File: config.mk
export PLATFORM = sky130hd
export DESIGN_NAME = fbt_ctrl
export DESIGN_NICKNAME = d
export VERILOG_FILES = /design/src/hdl/fbt_pkg.sv /design/src/hdl/fbt_ctrl.sv
export SDC_FILE = /design/constraint.sdc
export NUM_CORES = 1
export LEC_CHECK = 0
export BUFFER_PORTS_ARGS = -buffer_cell sky130_fd_sc_hd__buf_2
export CAP_MARGIN = 20
export CORE_AREA = 10 10 64 66
export CTS_CLUSTER_SIZE = 16
export DETAILED_ROUTE_END_ITERATION = 10
export DIE_AREA = 0 0 74 76
export PLACE_DENSITY = 0.86
export SETUP_SLACK_MARGIN = 0.2
export SYNTH_ARGS = -nofsm -noshare
export SYNTH_HDL_FRONTEND = slang
export SYNTH_SLANG_ARGS = --single-unit
File: constraint.sdc
create_clock -name clk -period 4.1 [get_ports clk]
set_input_delay 0.205 -clock clk [delete_from_list [all_inputs] [get_ports clk]]
set_output_delay 0.205 -clock clk [all_outputs]
set_load 0.02 [all_outputs]
File: src/hdl/fbt_pkg.sv
// ----------------------------------------------------------------------------
// fbt_pkg: shared types and constants of the frame batcher
// Word layouts of both channels, operation and status codes, the batch
// geometry and the byte helpers used to build records and packets.
// ----------------------------------------------------------------------------
package fbt_pkg;

  // Batch geometry
  localparam int RECORDS_PER_BATCH = 4;
  localparam int RECORD_BYTES      = 16;
  localparam int PACKET_BYTES      = 64;
  localparam int STORE_BYTES       = 64;
  localparam int STORE_WORDS       = STORE_BYTES / 8;
  localparam int PACKET_BEATS      = (PACKET_BYTES + 7) / 8;
  localparam int NB_W              = 10;
  localparam int RB_W              = 7;
  localparam int CNT_W             =
    $clog2((STORE_WORDS > PACKET_BEATS ? STORE_WORDS : PACKET_BEATS) + 1);
  localparam logic [NB_W-1:0] NB_BATCH = NB_W'(RECORDS_PER_BATCH * RECORD_BYTES);

  // Operation codes
  localparam logic [1:0] OP_FRAME = 2'd0;
  localparam logic [1:0] OP_TICK  = 2'd1;
  localparam logic [1:0] OP_DRAIN = 2'd2;

  // Result status codes
  localparam logic [1:0] STATUS_DATA  = 2'd0;
  localparam logic [1:0] STATUS_EMPTY = 2'd1;
  localparam logic [1:0] STATUS_DROP  = 2'd2;

  typedef struct packed {
    logic [1:0]  op;
    logic [28:0] frame_id;
    logic [3:0]  frame_length;
    logic [63:0] frame_data;
  } in_item_t;

  typedef struct packed {
    logic [1:0]  status;
    logic [63:0] packet_word;
    logic [2:0]  beat_index;
    logic        last_beat;
  } out_item_t;

  // Commands from the controller to the datapath
  typedef struct packed {
    logic       frame_wr;
    logic       tick;
    logic       drain_ring;
    logic       drain_flush;
    logic       push_wr;
    logic       rd_en;
    logic [2:0] word_idx;
    logic       from_flush;
    logic       out_load;
    logic       out_rpt;
    logic [1:0] rpt_status;
    logic [2:0] beat;
    logic       last;
  } fbt_cmd_t;

  // Status from the datapath to the controller
  typedef struct packed {
    logic ring_empty;
    logic ring_full;
    logic batch_done;
    logic flush_ok;
    logic out_free;
  } fbt_stat_t;

  // Byte k of a record built from one received frame
  function automatic logic [7:0] rec_byte(input logic [RB_W-1:0] k,
                                          input logic [28:0] id,
                                          input logic [3:0] len,
                                          input logic [63:0] data);
    logic [31:0] id32;
    id32 = {3'b000, id};
    rec_byte = 8'h00;
    if (k < RB_W'(4))
      rec_byte = id32[{k[1:0], 3'b000} +: 8];
    else if (k == RB_W'(4))
      rec_byte = {4'h0, len};
    else if (k >= RB_W'(8) && k < RB_W'(16))
      rec_byte = data[{k[2:0], 3'b000} +: 8];
  endfunction

  // Byte mask of one packet word: keep bytes below nbytes and the packet size
  function automatic logic [63:0] word_mask(input logic [2:0] widx,
                                            input logic [NB_W-1:0] nbytes);
    logic [NB_W-1:0] off;
    word_mask = '0;
    for (int b = 0; b < 8; b++) begin
      off = NB_W'({widx, 3'(b)});
      if (off < nbytes && off < NB_W'(PACKET_BYTES))
        word_mask[b*8 +: 8] = 8'hFF;
    end
  endfunction

endpackage

File: src/hdl/fbt_ctrl.sv
// ----------------------------------------------------------------------------
// fbt_ctrl: sequencing controller of the frame batcher
// Decodes accepted words, steps the batch copy into the ring memory and the
// beat-by-beat drain, and schedules single status results.
// ----------------------------------------------------------------------------
module fbt_ctrl
  import fbt_pkg::*;
(
  input  logic      clk,
  input  logic      rst_n,
  input  logic      in_valid,
  input  in_item_t  in_data,
  output logic      in_stall,
  input  fbt_stat_t st,
  output fbt_cmd_t  cmd
);

  typedef enum logic [1:0] {S_IDLE, S_PUSH, S_DRAIN, S_REPORT} state_t;

  state_t           state_r, state_nxt;
  logic [CNT_W-1:0] cnt_r, cnt_nxt;
  logic [2:0]       load_r, load_nxt;
  logic             rdv_r, rdv_nxt;
  logic             flush_r, flush_nxt;
  logic [1:0]       rpt_r, rpt_nxt;

  // Take a new word only when no work is pending
  assign in_stall = (state_r != S_IDLE);

  // Next state and commands
  always_comb begin
    state_nxt      = state_r;
    cnt_nxt        = cnt_r;
    load_nxt       = load_r;
    rdv_nxt        = rdv_r;
    flush_nxt      = flush_r;
    rpt_nxt        = rpt_r;
    cmd            = '0;
    cmd.word_idx   = cnt_r[2:0];
    cmd.from_flush = flush_r;
    cmd.beat       = load_r;
    cmd.last       = (load_r == 3'(PACKET_BEATS - 1));
    cmd.rpt_status = rpt_r;
    unique case (state_r)
      S_IDLE: begin
        if (in_valid) begin
          cnt_nxt  = '0;
          load_nxt = '0;
          rdv_nxt  = 1'b0;
          unique case (in_data.op)
            OP_FRAME: begin
              cmd.frame_wr = 1'b1;
              if (st.batch_done) begin
                if (st.ring_full) begin
                  rpt_nxt   = STATUS_DROP;
                  state_nxt = S_REPORT;
                end else begin
                  state_nxt = S_PUSH;
                end
              end
            end
            OP_TICK: cmd.tick = 1'b1;
            OP_DRAIN: begin
              if (!st.ring_empty) begin
                cmd.drain_ring = 1'b1;
                flush_nxt      = 1'b0;
                state_nxt      = S_DRAIN;
              end else if (st.flush_ok) begin
                cmd.drain_flush = 1'b1;
                flush_nxt       = 1'b1;
                state_nxt       = S_DRAIN;
              end else begin
                rpt_nxt   = STATUS_EMPTY;
                state_nxt = S_REPORT;
              end
            end
            default: ;
          endcase
        end
      end
      S_PUSH: begin
        // copy one batch word into the newest ring slot
        cmd.push_wr = 1'b1;
        cnt_nxt     = cnt_r + CNT_W'(1);
        if (cnt_r[2:0] == 3'(STORE_WORDS - 1))
          state_nxt = S_IDLE;
      end
      S_DRAIN: begin
        // read one word ahead, load it once the output register frees up
        cmd.out_load = rdv_r && st.out_free;
        cmd.rd_en    = (cnt_r < CNT_W'(PACKET_BEATS)) && (!rdv_r || cmd.out_load);
        if (cmd.rd_en)
          cnt_nxt = cnt_r + CNT_W'(1);
        rdv_nxt = cmd.rd_en || (rdv_r && !cmd.out_load);
        if (cmd.out_load) begin
          load_nxt = load_r + 3'd1;
          if (cmd.last)
            state_nxt = S_IDLE;
        end
      end
      S_REPORT: begin
        if (st.out_free) begin
          cmd.out_load = 1'b1;
          cmd.out_rpt  = 1'b1;
          state_nxt    = S_IDLE;
        end
      end
      default: state_nxt = S_IDLE;
    endcase
  end

  // Hold state and sequencing registers
  always_ff @(posedge clk) begin
    if (!rst_n) begin
      state_r <= S_IDLE;
      cnt_r   <= '0;
      load_r  <= '0;
      rdv_r   <= 1'b0;
      flush_r <= 1'b0;
      rpt_r   <= STATUS_EMPTY;
    end else begin
      state_r <= state_nxt;
      cnt_r   <= cnt_nxt;
      load_r  <= load_nxt;
      rdv_r   <= rdv_nxt;
      flush_r <= flush_nxt;
      rpt_r   <= rpt_nxt;
    end
  end

endmodule

## Word level (Yosys, flattened, before mapping)

Index checks and enable logic that the tools add are counted.

- Output and inout bits: 19
- Word-level logic and storage cells: 87
- Flip-flop bits (word level): 13
- Input port bits: 107

- Reductions and logical operators: 19
- Equal/unequal tests: 20
- Add/subtract/negate cells: 2
- Mux-type cells: 39
- Magnitude comparators: 1

Operators by type and width:

| kind | number |
|---|---|
| $mux W2 | 14 |
| $ne A2 B2 Y1 const B | 11 |
| $mux W4 | 4 |
| $reduce_and A7 Y1 | 2 |
| $mux W1 | 12 |
| $pmux W4 S3 | 1 |
| $pmux W2 S2 | 2 |
| $pmux W2 S4 | 1 |
| $eq A2 B2 Y1 const B | 3 |
| $eq A3 B3 Y1 const B | 2 |
| $mux W3 | 2 |
| $pmux W3 S2 | 1 |
| $reduce_and A3 Y1 | 2 |
| $reduce_bool A2 Y1 | 3 |
| $add A4 B1 Y4 const B | 1 |
| $eq A2 B1 Y1 const B | 2 |
| $logic_not A2 Y1 | 2 |
| $lt A4 B4 Y1 const B | 1 |
| $pmux W1 S2 | 2 |
| $reduce_and A4 Y1 | 1 |
| $add A3 B1 Y3 const B | 1 |
| $logic_and A1 B1 Y1 | 3 |
| $ne A3 B1 Y1 const B | 1 |
| $ne A3 B3 Y1 const B | 1 |
| other kinds (4) | 6 |

## Longest topological paths before layout

- Word-level depth: 5
- Mapped depth: 7

## Least setup slack after synthesis

No wires, ideal clock.

- Kind: register to register
- From: reg load_r[0]
- To: reg state_r[0]
- Required time: 3978 ps
- Cell stages (with the launch flop): 6
- Data arrival time: 1514 ps
- Path slack: 2463 ps
- Setup time: 122 ps
- Buffers on the path: 0
- Cell sequence: dfxtp_1 > ha_1 > ha_1 > nand3_1 > a221o_1 > mux2i_1

RTL lines:

| element | line | text |
|---|---|---|
| start: declaration | fbt_ctrl.sv:22 | `logic [2:0] load_r, load_nxt;` |
| start signal: assignment | fbt_ctrl.sv:124 | `load_r <= load_nxt;` |
| end signal: assignment | fbt_ctrl.sv:122 | `state_r <= state_nxt;` |
| end: declaration | fbt_ctrl.sv:20 | `state_t state_r, state_nxt;` |

==> flow_summary_export.csv <==
group,metric,value,unit
global_routing,grt_max_degree,15,
finish,multi_input_area,566,sq um
clock_tree,cts_resized,0,
clock_tree,cts_buffers,3,
synth,ys_ff_latch,13,
synth,ys_seq_area_share,29.2,%
synth,synth_edf_count,0,
synth,synth_fp_nets,220,
finish,antenna_cells,0,
clock_tree,cts_root_buf,"clkbuf_4",
routing,wl,2.12,mm
hold_path,min_from,"rst_n",
power,p_leak,0.000491,uW
timing,hold_viol_final,0,
timing,rsz0062_at_grt,"false",
setup_path,r2r_end,"cnt_r[3]",
setup_path,crit_fanout,5,
setup_path,r2r_cells,6,
clock_tree,holdBufCountCts,0,
power,ir_drop,0.000256,V
place,hpwl,1.72,mm
synth,synth_cell_types,35,
timing,fin_crit_sh,47.3,%
clock_tree,cts_setup_buffers,0,
timing,finalSetupTns,0,ps
setup_path,r2r_slack,2400,ps
setup_path,r2r-start,"state_r[0]",
clock_tree,clock_latency,280,ps
hold_path,min_path_type,"input pin to register",
global_routing,gr-total-overflow,0,
timing,skew,4.71,ps
timing,drv_slew,0,
place,gp_congestion,0.763,
global_routing,grt_pass1_vias,791,
finish,final_cell_mix,"buf_2, dfxtp_1, ha_1, inv_1",
finish,nFillCells,310,
timing,fin_hold_ws,275,ps
die,ios,126,
timing,fmax,515,MHz
routing,routed_via_density,4.97,
die,core_area,0.00293,sq mm
finish,drive_above_1_share,27.1,%
routing,num_vias,805,
hold_path,holdPathEnd,"rpt_r[1]",
clock_tree,clockBufferDepth,2,
clock_tree,cts.sinks,13,
timing,worst_slew_pin_slew,284,ps
die,die_h,76,microns
die,dieWidth,74,microns
job,drv_cap,0,
synth,async_reset_ff_share,0,%
finish,nets,247,
setup_path,cp-start-kind,"register",
setup_path,critPathCaptureType,"output port",
timing,finalCriticalPeriod,1940,ps
routing,drt-pass1-iter-count,5,
finish,seqCellArea,260,sq um
status,outcome,"finished, final reports clean",
routing,drtAntennaViolNets,0,
routing,drtIter0Drc,47,
synth,yosysWarnings,0,
place,io_buffers,28,
global_routing,gr-usage-all-layers,7.86,%
global_routing,grt_pass1_wl,3.61,mm
setup_path,path_class,"register to output port",
die,num_rows,20,
synth,syn-cell-area,891,sq um
power,power_density,471,mW/mm^2
die,initial_core_util,30.4,%
timing,relSlewSlack,80.9,%
routing,drcViolationCount,0,
clock_tree,ctsHtreeMaxLevel,1,
setup_path,critPathRequiredTime,3890,ps
finish,layout_commonest_cell,"buf_2",
timing,setup_violations,0,
synth,synthCells,103,
global_routing,antenna_found_initial,0,
setup_path,critPathArrivalTime,1740,ps
synth,synthFlopType,"dfxtp_1",
die,die_area,0.00562,sq mm
routing,routedWlPerCell,13.1,microns
clock_tree,cts_tree,"done",
finish,area_delta_synth_final,19.0,%
hold_path,whs_path_depth,3,
synth,syn_area_per_cell,8.65,sq um
clock_tree,cts.clk_slew.worst_paths,80,ps
## power breakdown
| group | total, uW | internal, uW | switching [uW] | leakage [uW] |
|---|---|---|---|---|
| combinational | 255 | 102 | 153 | 0.000371 |
| sequential | 163 | 143 | 19.4 | 0.000105 |
| clock | 80.4 | 37.7 | 42.7 | 0.0000150 |
| total | 499 | 283 | 216 | 0.000491 |
## worst max path at each step
stage | endpoint | cells after the start | start
2_1_floorplan | state_r[0] | 5 | load_r[0]
3_3_place_gp | cnt_r[3] | 6 | state_r[0]
3_5_place_dp | cnt_r[3] | 6 | state_r[0]
4_1_cts | cmd[14] | 6 | state_r[0]
5_1_grt | cmd[14] | 6 | state_r[0]
6_report | cmd[14] | 6 | state_r[0]
## kinds of logic after synthesis
| kind of cell | Yosys count | share of synthesized area [%] |
|---|---|---|
| adders and majority gates | 10 | 14.0 |
| and+or+nand+nor | 39 | 25.7 |
| muxes | 4 | 4.49 |
| DFF | 13 | 29.2 |
| buffers and inverters | 13 | 7.30 |
| AOI/OAI and AO/OA | 24 | 19.2 |
## cell type report
type                            count  area share [%]
Clock buffer                        4            2.48
Inverter                            7            2.48
Multi-Input combinational cell     77            53.4
Sequential cell                    13            24.6
Tap cell                           33            3.90
Timing Repair Buffer               28            13.2
## metrics by stage
stage | power, uW | area (sq um) | setup WS [ps] | std cells | util, %
6_report | 499 | 1060 | 2160 | 162 | 36.2
4_1_cts | 505 | 1060 | 2140 | 162 | 36.2
3_5_place_dp | 422 | 1030 | 2410 | 158 | 35.3
2_1_floorplan | 362 | 891 | 2460 | 103 | -
5_1_grt | 543 | 1060 | 1950 | 162 | 36.2
3_3_place_gp | 416 | 1030 | 2440 | 158 | 35.3
## layer usage
| metal | global-route usage, % | routed length, microns |
|---|---|---|
| met1 | 9.39 | 938 |
| met2 | 10.8 | 843 |
| met3 | 4.04 | 284 |
| met4 | 4.48 | 51 |
| met5 | 0 | 0 |
## flip-flops by register name (all words and copies together), names as in the netlist
signal	count
cnt_r	4
load_r	3
rpt_r	2
state_r	2
flush_r	1
rdv_r	1
## cell usage after synthesis (3+ instances only)
master,number,share of area [%]
dfxtp_1,13,29
ha_1,10,14
inv_1,7,2.9
nand2_1,6,2.5
nor2b_1,6,4.2
a21boi_1,4,3.4
buf_4,4,3.4
mux2i_1,4,4.5
nand3_1,4,2.2
nor3_1,4,2.2
o21ai_1,4,2.2
and2_1,3,2.1
nor2_1,3,1.3
nor3b_1,3,2.5
## critical path: stages, from the launching register on
cell	delay, ps
dfxtp_1	360
inv_1	110
ha_1	280
nand2_1	160
nor3_1	240
and2_1	150
buf_2	160
No activity file was read; power rests on OpenSTA's default activity.
